===== src/rtl/rgbhsv_pkg.sv =====
// shared types and constants for the rgb to hsv color classifier
package rgbhsv_pkg;

   // one pixel in, one hsv triple and class out
   typedef struct packed {
      logic [7:0] red;
      logic [7:0] green;
      logic [7:0] blue;
   } req_pixel_type;

   typedef struct packed {
      logic [7:0] hue;
      logic [7:0] saturation;
      logic [7:0] brightness;
      logic [2:0] color_class;
   } rsp_hsv_type;

   // color class codes
   localparam logic [2:0] CLS_GRAY   = 3'd0;
   localparam logic [2:0] CLS_BLACK  = 3'd1;
   localparam logic [2:0] CLS_BLUE   = 3'd2;
   localparam logic [2:0] CLS_GREEN  = 3'd3;
   localparam logic [2:0] CLS_RED    = 3'd4;
   localparam logic [2:0] CLS_YELLOW = 3'd5;
   localparam logic [2:0] CLS_NONE   = 3'd6;

   // hue sector bases and span
   localparam logic [7:0] HUE_BASE_RED   = 8'd0;
   localparam logic [7:0] HUE_BASE_GREEN = 8'd85;
   localparam logic [7:0] HUE_BASE_BLUE  = 8'd171;
   localparam logic [7:0] HUE_SPAN       = 8'd43;

   // one quotient bit per divider stage
   localparam int DIV_STAGES = 8;

   // scale factors for the class compares
   localparam logic [16:0] DEG_FULL = 17'd360;
   localparam logic [14:0] PCT_FULL = 15'd100;

   // limits scaled by 255, degree side
   localparam logic [16:0] DEG_LIM_30  = 17'(30 * 255);
   localparam logic [16:0] DEG_LIM_65  = 17'(65 * 255);
   localparam logic [16:0] DEG_LIM_75  = 17'(75 * 255);
   localparam logic [16:0] DEG_LIM_150 = 17'(150 * 255);
   localparam logic [16:0] DEG_LIM_260 = 17'(260 * 255);
   localparam logic [16:0] DEG_LIM_300 = 17'(300 * 255);

   // limits scaled by 255, percent side
   localparam logic [14:0] PCT_LIM_10 = 15'(10 * 255);
   localparam logic [14:0] PCT_LIM_15 = 15'(15 * 255);
   localparam logic [14:0] PCT_LIM_17 = 15'(17 * 255);
   localparam logic [14:0] PCT_LIM_50 = 15'(50 * 255);

   // state carried through the divider stages
   typedef struct packed {
      logic [15:0] sat_rem;
      logic [7:0]  sat_quo;
      logic [13:0] hue_rem;
      logic [5:0]  hue_quo;
      logic [7:0]  max_val;
      logic [7:0]  span;
      logic        hue_neg;
      logic [7:0]  hue_base;
   } div_stage_type;

endpackage


===== src/rtl/rgb_to_hsv_color_classifier_core.sv =====
// rgb to hsv color classifier: pipelined max/min, dividers and class compare
// pipeline: input, prep, hsv and output stages around 8 restoring divider stages
// throughput: one pixel per clock, every stage takes a new transaction each cycle
// busy is held low: the receiver cannot stall, so the pipeline never holds
// reset: synchronous, active high, clears all valid bits; payload is not reset
module rgb_to_hsv_color_classifier_core (
   input  logic                       clock,
   input  logic                       reset,
   input  logic                       start,
   output logic                       busy,
   input  rgbhsv_pkg::req_pixel_type  req_pixel,
   output logic                       rsp_strobe,
   output rgbhsv_pkg::rsp_hsv_type    rsp_hsv
);
   import rgbhsv_pkg::*;

   // stage 0: input register
   logic          in_valid_ff;
   req_pixel_type in_pixel_ff;

   // stage 1: max, min, span, numerators
   logic          prep_valid_ff;
   div_stage_type prep_ff;
   div_stage_type prep_in;

   // stages 2..9: one quotient bit per stage for both dividers
   logic [DIV_STAGES-1:0] div_valid_ff;
   div_stage_type         div_ff [DIV_STAGES];
   div_stage_type         div_in [DIV_STAGES];
   div_stage_type         div_src [DIV_STAGES];

   // stage 10: final hsv
   logic       hsv_valid_ff;
   logic [7:0] hue_ff, sat_ff, val_ff;
   logic [7:0] hue_in, sat_in;

   // stage 11: class and output register
   logic        out_valid_ff;
   rsp_hsv_type out_ff;
   logic [2:0]  class_in;

   // no stall path anywhere in the pipe
   assign busy = 1'b0;

   // ---------------------------------------------------------------
   // stage 1 logic
   // ---------------------------------------------------------------
   logic [7:0] r_c, g_c, b_c, mx_c, mn_c, mag_c;
   logic [8:0] diff_c;

   always_comb begin
      r_c = in_pixel_ff.red;
      g_c = in_pixel_ff.green;
      b_c = in_pixel_ff.blue;
      mx_c = r_c;
      if (g_c > mx_c) mx_c = g_c;
      if (b_c > mx_c) mx_c = b_c;
      mn_c = r_c;
      if (g_c < mn_c) mn_c = g_c;
      if (b_c < mn_c) mn_c = b_c;

      // hue sector, ties resolve red first, then green
      if (mx_c == r_c) begin
         diff_c = {1'b0, g_c} - {1'b0, b_c};
         prep_in.hue_base = HUE_BASE_RED;
      end else if (mx_c == g_c) begin
         diff_c = {1'b0, b_c} - {1'b0, r_c};
         prep_in.hue_base = HUE_BASE_GREEN;
      end else begin
         diff_c = {1'b0, r_c} - {1'b0, g_c};
         prep_in.hue_base = HUE_BASE_BLUE;
      end
      prep_in.hue_neg = diff_c[8];
      // magnitude; truncation toward zero comes from dividing magnitudes
      mag_c = diff_c[8] ? 8'(-diff_c) : diff_c[7:0];

      prep_in.max_val = mx_c;
      prep_in.span    = mx_c - mn_c;
      // 255*span as shift and subtract
      prep_in.sat_rem = {prep_in.span, 8'd0} - {8'd0, prep_in.span};
      prep_in.sat_quo = '0;
      prep_in.hue_rem = 14'(mag_c) * 14'(HUE_SPAN);
      prep_in.hue_quo = '0;
   end

   // ---------------------------------------------------------------
   // divider stages: restoring, msb first
   // saturation quotient is at most 255 since span <= max
   // hue quotient is at most 43, so its upper bits never set
   // ---------------------------------------------------------------
   always_comb begin
      logic [15:0] sat_cmp;
      logic [13:0] hue_cmp;
      for (int i = 0; i < DIV_STAGES; i++) begin
         div_src[i] = (i == 0) ? prep_ff : div_ff[(i == 0) ? 0 : i - 1];
      end
      for (int i = 0; i < DIV_STAGES; i++) begin
         div_in[i] = div_src[i];
         sat_cmp = 16'(div_src[i].max_val) << (DIV_STAGES - 1 - i);
         if (div_src[i].sat_rem >= sat_cmp) begin
            div_in[i].sat_rem = div_src[i].sat_rem - sat_cmp;
            div_in[i].sat_quo = div_src[i].sat_quo | (8'd1 << (DIV_STAGES - 1 - i));
         end
         hue_cmp = 14'(div_src[i].span) << (DIV_STAGES - 1 - i);
         if ((DIV_STAGES - 1 - i) < 6 && div_src[i].hue_rem >= hue_cmp) begin
            div_in[i].hue_rem = div_src[i].hue_rem - hue_cmp;
            div_in[i].hue_quo = div_src[i].hue_quo | (6'd1 << (DIV_STAGES - 1 - i));
         end
      end
   end

   // ---------------------------------------------------------------
   // stage 10 logic: sign, base, special cases
   // ---------------------------------------------------------------
   div_stage_type last_c;
   logic [7:0]    hue_off_c;

   always_comb begin
      last_c    = div_ff[DIV_STAGES-1];
      hue_off_c = last_c.hue_neg ? 8'(-{2'b00, last_c.hue_quo}) : {2'b00, last_c.hue_quo};
      // black pixel: divisor zero, force saturation to zero
      sat_in = (last_c.max_val == 8'd0) ? 8'd0 : last_c.sat_quo;
      // gray or black: no hue
      hue_in = (last_c.span == 8'd0) ? 8'd0 : last_c.hue_base + hue_off_c;
   end

   // ---------------------------------------------------------------
   // stage 11 logic: class compares, exact in integers
   // ---------------------------------------------------------------
   logic [16:0] deg_c;
   logic [14:0] s_pct_c, v_pct_c;

   always_comb begin
      deg_c   = 17'(hue_ff) * DEG_FULL;
      s_pct_c = 15'(sat_ff) * PCT_FULL;
      v_pct_c = 15'(val_ff) * PCT_FULL;
      if (s_pct_c < PCT_LIM_15 && v_pct_c > PCT_LIM_50) begin
         class_in = CLS_GRAY;
      end else if (s_pct_c < PCT_LIM_17 && v_pct_c < PCT_LIM_10) begin
         class_in = CLS_BLACK;
      end else if (deg_c >= DEG_LIM_150 && deg_c <= DEG_LIM_260) begin
         class_in = CLS_BLUE;
      end else if (deg_c >= DEG_LIM_75 && deg_c <= DEG_LIM_150) begin
         class_in = CLS_GREEN;
      end else if (deg_c >= DEG_LIM_300 || deg_c <= DEG_LIM_30) begin
         class_in = CLS_RED;
      end else if (deg_c >= DEG_LIM_30 && deg_c <= DEG_LIM_65) begin
         class_in = CLS_YELLOW;
      end else begin
         class_in = CLS_NONE;
      end
   end

   // ---------------------------------------------------------------
   // valid bits, cleared by reset
   // ---------------------------------------------------------------
   always_ff @(posedge clock) begin
      if (reset) begin
         in_valid_ff   <= 1'b0;
         prep_valid_ff <= 1'b0;
         div_valid_ff  <= '0;
         hsv_valid_ff  <= 1'b0;
         out_valid_ff  <= 1'b0;
      end else begin
         in_valid_ff   <= start && !busy;
         prep_valid_ff <= in_valid_ff;
         div_valid_ff  <= {div_valid_ff[DIV_STAGES-2:0], prep_valid_ff};
         hsv_valid_ff  <= div_valid_ff[DIV_STAGES-1];
         out_valid_ff  <= hsv_valid_ff;
      end
   end

   // ---------------------------------------------------------------
   // payload registers, no reset
   // ---------------------------------------------------------------
   always_ff @(posedge clock) begin
      in_pixel_ff <= req_pixel;
      prep_ff     <= prep_in;
      for (int i = 0; i < DIV_STAGES; i++) begin
         div_ff[i] <= div_in[i];
      end
      hue_ff <= hue_in;
      sat_ff <= sat_in;
      val_ff <= last_c.max_val;
      out_ff.hue         <= hue_ff;
      out_ff.saturation  <= sat_ff;
      out_ff.brightness  <= val_ff;
      out_ff.color_class <= class_in;
   end

   assign rsp_strobe = out_valid_ff;
   assign rsp_hsv    = out_ff;

`ifndef ASSERT_OFF
   // every accepted transaction comes out after the fixed latency
   a_latency: assert property (@(posedge clock) disable iff (reset)
      (start && !busy) |-> ##12 rsp_strobe)
      else $error("result strobe missing after fixed latency");

   // black pixel forces zero saturation and zero hue
   a_black: assert property (@(posedge clock) disable iff (reset)
      (rsp_strobe && rsp_hsv.brightness == 8'd0) |->
      (rsp_hsv.saturation == 8'd0 && rsp_hsv.hue == 8'd0))
      else $error("black pixel with nonzero hue or saturation");

   // no saturation means no hue
   a_gray_hue: assert property (@(posedge clock) disable iff (reset)
      (rsp_strobe && rsp_hsv.saturation == 8'd0) |-> (rsp_hsv.hue == 8'd0))
      else $error("hue set on unsaturated pixel");

   // class code stays within the defined set
   a_class: assert property (@(posedge clock) disable iff (reset)
      rsp_strobe |-> (rsp_hsv.color_class <= CLS_NONE))
      else $error("undefined color class code");
`endif

endmodule


===== config.mk =====
export PLATFORM = sky130hd
export DESIGN_NAME = rgb_to_hsv_color_classifier_core
export DESIGN_NICKNAME = d
export VERILOG_FILES = /design/src/rtl/rgbhsv_pkg.sv /design/src/rtl/rgb_to_hsv_color_classifier_core.sv
export SDC_FILE = /design/constraint.sdc
export NUM_CORES = 1
export LEC_CHECK = 0
export BUFFER_PORTS_ARGS = -buffer_cell sky130_fd_sc_hd__buf_2
export CAP_MARGIN = 20
export CORE_AREA = 10 10 246 248
export CTS_BUF_LIST = sky130_fd_sc_hd__clkbuf_4 sky130_fd_sc_hd__clkbuf_8
export DETAILED_ROUTE_END_ITERATION = 6
export DIE_AREA = 0 0 256 258
export GPL_TIMING_DRIVEN = 0
export SLEW_MARGIN = 15
export SYNTH_ARGS = -nofsm -noshare
export SYNTH_HDL_FRONTEND = slang
export SYNTH_SLANG_ARGS = --single-unit

===== constraint.sdc =====
create_clock -name clock -period 18.6 [get_ports clock]
set_input_delay 0.93 -clock clock [delete_from_list [all_inputs] [get_ports clock]]
set_output_delay 0.93 -clock clock [all_outputs]
set_load 0.1 [all_outputs]

==> results of run 1 <==
## kinds of logic (layout without fill, tap and decap cells)
| logic type | after synthesis | in the layout |
|---|---|---|
| buffers and inverters | 346 | 566 |
| other | 1 | 2 |
| DFF | 556 | 556 |
| and+or+nand+nor | 571 | 571 |
| xor gates and xnor gates | 174 | 174 |
| adders and majority gates | 324 | 324 |
| muxes | 51 | 51 |
| AOI/OAI and AO/OA | 472 | 472 |
## layer usage
metal,track usage (%),vias to the layer above,wire length (um)
li1,-,8739,-
met5,0,-,0
met3,2.82,113,1740
met1,14.9,7652,19300
met4,7.87,0,1940
met2,26.4,261,23800
## worst max-delay path, delay by kind of cell, from the launching register on
family	cells	cell delay [ns]
AOI/OAI and AO/OA	14	3.17
xor gates and xnor gates	2	0.47
adders and majority gates	6	2.31
buffers and inverters	3	0.87
DFF	1	0.42
and+or+nand+nor	7	1.43
## area by class of cell
class                   count  area share, %
multi-input cells        1593           43.9
flip-flops and latches    556           39.6
clock buffers             136           6.22
inverters                 318           4.25
well taps                 756           3.37
clock inverters            29           1.22
repair buffers             55          0.980
plain buffers              28          0.410
diodes                      1        0.00891
## cells in the mapped netlist (10+ instances only)
cell,instances,area share (%)
nor2b_1,58,1.5
mux2i_1,17,0.69
o21a_1,19,0.58
a21boi_0,35,1.1
a21oi_1,154,3.1
nor4_1,17,0.43
xnor2_1,105,3.7
fa_1,42,3.4
inv_1,317,4.8
nand4_1,22,0.56
o21ai_0,120,2.4
or3_1,13,0.33
clkbuf_1,20,0.30
nand3_1,33,0.67
o21bai_1,21,0.64
nand3b_1,11,0.33
nor2_1,189,2.9
and2_1,13,0.33
nor3b_1,10,0.30
mux2_2,34,1.5
nor3_1,36,0.73
nand2_1,98,1.5
nand2b_1,29,0.73
ha_1,282,14
a21o_1,41,1.2
xor2_1,69,2.4
dfxtp_1,556,45
## metrics by stage
step	setup WS (ns)	hold slack, ns	utilization [%]
after floorplan	11.34	0.310	-
after global placement	9.88	0.311	46.6
after detailed placement	9.79	0.312	46.6
after CTS	9.75	0.303	50.4
after global routing	9.12	0.322	50.4
final	9.85	0.308	50.4
## flip-flops by register name, summed over array words and instances, names as in the netlist
signal,count
div_src,15
div_ff,420
g_c,8
rsp_hsv,27
rsp_strobe,1
prep_valid_ff,1
b_c,8
hue_ff,8
in_valid_ff,1
sat_ff,8
val_ff,8
div_in,34
hsv_valid_ff,1
div_valid_ff,8
r_c,8
## how the worst min path moves through the flow
stage,from,slack [ns],end
2_1_floorplan,div_in[483],0.31,div_ff[0][0]
3_3_place_gp,div_ff[0][36],0.31,div_ff[0][105]
3_5_place_dp,div_in[494],0.31,div_ff[0][11]
4_1_cts,req_pixel[18],0.30,r_c[2]
5_1_grt,req_pixel[17],0.32,r_c[1]
6_report,div_in[520],0.31,div_ff[0][37]
## cell usage in the layout, fill, tap and decap left out, types with 7 or more instances in the layout
cell	n
dfxtp_1	556
inv_1	317
ha_1	282
nor2_1	189
a21oi_1	154
o21ai_0	120
clkbuf_8	116
xnor2_1	105
nand2_1	98
xor2_1	69
buf_2	59
nor2b_1	58
fa_1	42
a21o_1	41
nor3_1	36
a21boi_0	35
mux2_2	34
nand3_1	33
nand2b_1	29
nand4_1	22
o21bai_1	21
clkbuf_1	20
clkbuf_4	20
o21a_1	19
nor4_1	17
mux2i_1	17
clkinv_2	16
and2_1	13
or3_1	13
nand3b_1	11
nor3b_1	10
a211oi_1	8
nand4b_1	8
a31oi_1	7
o41ai_1	7
o31ai_1	7
==> summary.md, run 1 <==
| Metric | Value |
|---|---|
| DP Cell Count | `3305` |
| Crit start category | `register` |
| H-tree depth | `3` |
| Synth cell types | `78` |
| # IOs | `56` |
| Remaining DRCs | `0` |
| #FFs+latches synth | `556` |
| Routed via count | `16800` |
| Routed wire length | `46.8 mm` |
| Layout filler cell count | `5117` |
| Placed cell areas | `26000 um2` |
| Reg-to-reg critical path startpoint | `g_c[7]` |
| Num rows | `87` |
| Mux share of post-synthesis cell area | `2.23%` |
| Worst relative slew slack | `39.7%` |
| R2R depth | `32` |
| Multi-input logic area | `12300 um2` |
| Critical-path top delay cell | `a21boi_0` |
| Fmax achieved | `114 MHz` |
| Final hold viol count | `0` |
| Setup Fix Bufs, Post-CTS | `0` |
| Initial core utilization | `44.5%` |
| Post-Synth Simple-Gate Area | `11.8%` |
| Root buf cell | `clkbuf_8` |
| Final nets | `2992` |
| Inserted Clock Buffers | `89` |
| Grt ovf | `0` |
| Share of post-route cells with drive strength above 1 | `10.7%` |
| Crit path from | `g_c[7]` |
| Final setup violation count | `0` |
| Share of the yosys chip area belonging to registers | `44.9%` |
| Tmin final | `8.75 ns` |
| CTS tree | `yes` |
| All-Layer GR Usage | `14.2%` |
| Clock Pin Slew Worst Setup and Hold Paths | `0.06 ns` |
| Critical path capture point | `div_in[527]` |
| Setup CP Type | `register to register` |
| Layout Cells excl Fill | `3472` |
| Async SR Flop Fraction | `0%` |
| Post-Synth XOR/XNOR Area | `6.15%` |
| Synth Area in Compound Gates | `12.0%` |
| Area growth, synth to finish | `13.4%` |
| Hold-fix buffers at CTS | `0` |
| Worst-Skew Late Latency | `0.67 ns` |
| Post-DRT Antenna Nets | `0` |
| Clock skew | `0.0324 ns` |
| Hold depth | `0` |
| Max Cap Viol | `0` |
| Worst-case clock buffer depth | `3` |
| Die W | `256 um` |
| Final Wtd Congestion | `0.915` |
| Post-Syn Nets | `2846` |
| Cell Area, Synth | `24800 um2` |
| CP dominant cell by count | `a21oi_1` |
| Worst hold path class | `register to register` |
| Core box area | `55700 um2` |
| Slew Viols, Final | `0` |
| Arr. time, crit path | `9.33 ns` |
| Post_cts resized | `0` |
| Vias/cell | `4.83` |
| Status | `completed` |
| Register area | `11100 um2` |
| Synthesized instance count | `2495` |
| Max stage delay on crit path | `0.69 ns` |
| Syn. warnings | `0` |
| RR Endpoint | `div_in[527]` |
| Unrepaired setup endpoints after global routing | `false` |
| CTS Sinks | `556` |
| Mapped Avg Cell Area | `9.93 um2` |
| Die height | `258 um` |
| Final TNS setup | `0 ns` |
| Adder-cell share of the synthesized area | `17.6%` |
| Port Buffer Count | `54` |
| Drt wl/cell | `13.5 um` |
| First-pass GRT wire length | `79.6 mm` |
| Reg2reg setup slack | `9.85 ns` |
| Tcrit/Tclk final | `47.0%` |
| CP endpoint kind | `register` |
| Largest family of logic cells by synthesized area | `adder cells` |
| Largest net degree at the start of global routing | `14` |
| Pre-antenna DRT Iters | `5` |
| Worst Max-Slew Pin Slew | `0.896 ns` |
| Cell area after layout | `28100 um2` |
| Drt initial violations | `638` |
| Die Area | `66000 um2` |
| Initial antenna violation count | `1` |
| Max FO, Critical Path | `10` |
| WP data required | `19.18 ns` |
| Ys flop type | `dfxtp_1` |
| DPL Wire Length | `36.8 mm` |
| EDFF count, synth | `0` |
| Vias in the first global route | `17400` |
Power of run 1 is not shown: default switching activity piles up to over one toggle a cycle in this logic, so the estimate is an artifact.
==> run 2, diff against run 1 <==
==> constraint.sdc (replaced) <==
create_clock -name clock -period 7.1 [get_ports clock]
set_input_delay 0.355 -clock clock [delete_from_list [all_inputs] [get_ports clock]]
set_output_delay 0.355 -clock clock [all_outputs]
set_load 0.1 [all_outputs]
==> run 2 against run 1 <==
Cell count up 1.9%; clock skew up 0.0078 ns; setup slack worse by 9.8 ns; register-to-register slack worse by 9.8 ns; clock-buffer cell count down 7; largest cell class unchanged; critical path depth up 1; highest routed layer unchanged.
==> summary.md, run 2 (synthesis gave the netlist of run 1 again) <==
| Metric | Value |
|---|---|
| Worst Max-Slew Pin Slew | `0.953 ns` |
| Worst relative slew slack | `35.9%` |
| Num rows | `87` |
| Setup CP Type | `register to register` |
| Vias in the first global route | `17800` |
| Worst-case clock buffer depth | `3` |
| CP endpoint kind | `register` |
| Worst-Skew Late Latency | `0.67 ns` |
| M1 wire length | `20.1 mm` |
| DPL Wire Length | `36.9 mm` |
| Remaining DRCs | `0` |
| Clock Pin Slew Worst Setup and Hold Paths | `0.07 ns` |
| Initial core utilization | `44.5%` |
| Final setup violation count | `0` |
| Clock skew | `0.0402 ns` |
| Hold Startpoint | `req_pixel[14]` |
| CTS tree | `yes` |
| CTS Sinks | `556` |
| Status | `completed` |
| Die W | `256 um` |
| Worst hold path class | `primary input to register` |
| Final hold viol count | `0` |
| Slew Viols, Final | `0` |
| R2R depth | `33` |
| Commonest non-fill, non-tap cell in the layout | `dfxtp_1` |
| Pre-antenna DRT Iters | `5` |
| Core box area | `55700 um2` |
| Unrepaired setup endpoints after global routing | `true` |
| Max FFs per register | `420` |
| Tmin final | `7.07 ns` |
| Root buf cell | `clkbuf_8` |
| Routed wire length | `49.1 mm` |
| Fmax achieved | `141 MHz` |
| H-tree depth | `3` |
| RR Endpoint | `div_in[527]` |
| Reg-to-reg critical path startpoint | `r_c[5]` |
| ANT cells | `0` |
| Port Buffer Count | `54` |
| Drt initial violations | `601` |
| Largest reg by FF count | `div_ff` |
| Met3 routed wirelength | `1.53 mm` |
| Highest routed layer | `met4` |
| Area growth, synth to finish | `17.8%` |
| Final hold slack | `0.312 ns` |
| Final Util | `52.4%` |
| All-Layer GR Usage | `14.7%` |
| Layout filler cell count | `5035` |
| Max FO, Critical Path | `6` |
| Placed cell areas | `26000 um2` |
| WP data required | `7.62 ns` |
| Cell area after layout | `29200 um2` |
| Post-DRT Antenna Nets | `0` |
| Worst Hold End | `g_c[6]` |
| Most frequent cells in the layout | `dfxtp_1, inv_1, ha_1` |
| First-pass GRT wire length | `82.4 mm` |
| Initial antenna violation count | `0` |
| Max stage delay on crit path | `0.55 ns` |
| Vias/cell | `4.89` |
| Tcrit/Tclk final | `99.6%` |
| Met2 wire len | `25.6 mm` |
| Inserted Clock Buffers | `88` |
| Hold depth | `2` |
| Crit start category | `register` |
| Grt ovf | `0` |
| Max Cap Viol | `0` |
| Routed via count | `17300` |
| Die height | `258 um` |
| # IOs | `56` |
| Largest net degree at the start of global routing | `14` |
| Arr. time, crit path | `7.59 ns` |
| Critical-path top delay cell | `or4_4` |
| Final nets | `3072` |
| Share of post-route cells with drive strength above 1 | `15.2%` |
| Reg2reg setup slack | `0.03 ns` |
| Final Wtd Congestion | `0.899` |
| Die Area | `66000 um2` |
| Drt wl/cell | `13.9 um` |
[run 2: changes by cell type in the layout (fill, tap and decap cells not counted), sizes merged]
| cell | delta |
|---|---|
| clkinvlp | +3 |
| buf | +56 |
| dlygate4sd3 | +26 |
| diode | -1 |
| clkinv | -8 |
| clkbuf | -8 |
| bufinv | -2 |
[run 2: critical path: cells and delay by family, from the launching register on]
family,cells,cell delay (ns)
AO/OA/AOI/OAI,13,2.19
flip-flops,1,0.54
AND/OR/NAND/NOR,6,1.15
adder cells (fa/ha/maj),6,2.14
buffers and inverters,6,0.62
XOR/XNOR,2,0.28
[run 2: worst max path at each step]
stage,from,endpoint,depth (start not counted)
3_5_place_dp,g_c[7],div_in[527],34
6_report,r_c[5],div_in[527],33
2_1_floorplan,g_c[2],div_in[527],31
3_3_place_gp,g_c[6],div_in[527],34
5_1_grt,g_c[2],div_in[527],33
4_1_cts,r_c[0],div_in[526],33
[run 2: what timing repair did]
| action | in CTS | in global routing |
|---|---|---|
| pin swaps | 31 | 46 |
| hold buffers | 26 | 0 |
| endpoints found under the hold margin | 27 | 0 |
| gates resized for setup | 94 | 44 |
| gates cloned | 1 | 0 |
| setup endpoints to repair | 10 | 12 |
| buffers inserted | 37 | 19 |
[run 2: cell type report]
type,count,area (um2),area share (%)
clock inverter,22,265,0.908
timing repair buffer,137,993,3.40
multi-input combinational,1593,12900,44.1
tap,756,946,3.24
sequential,556,11200,38.3
clock buffer,129,1600,5.48
buffer,27,146,0.501
inverter,318,1200,4.12
[run 2: routing by layer]
metal,vias to the layer above,global-route usage (%)
met5,-,0
met2,266,28.3
met3,126,2.84
li1,8895,-
met1,8005,15.2
met4,0,6.45
[run 2: metrics by stage]
stage | std cells | worst slack, ns | TNS, ns
after floorplan | 2495 | 0.0205 | 0
after global placement | 3305 | -1.38 | -7.36
after detailed placement | 3305 | -1.40 | -7.41
after CTS | 3520 | -0.00988 | -0.0172
after global routing | 3538 | -0.217 | -0.431
final | 3538 | 0.0295 | 0
Power of run 2 is left out for the same reason.
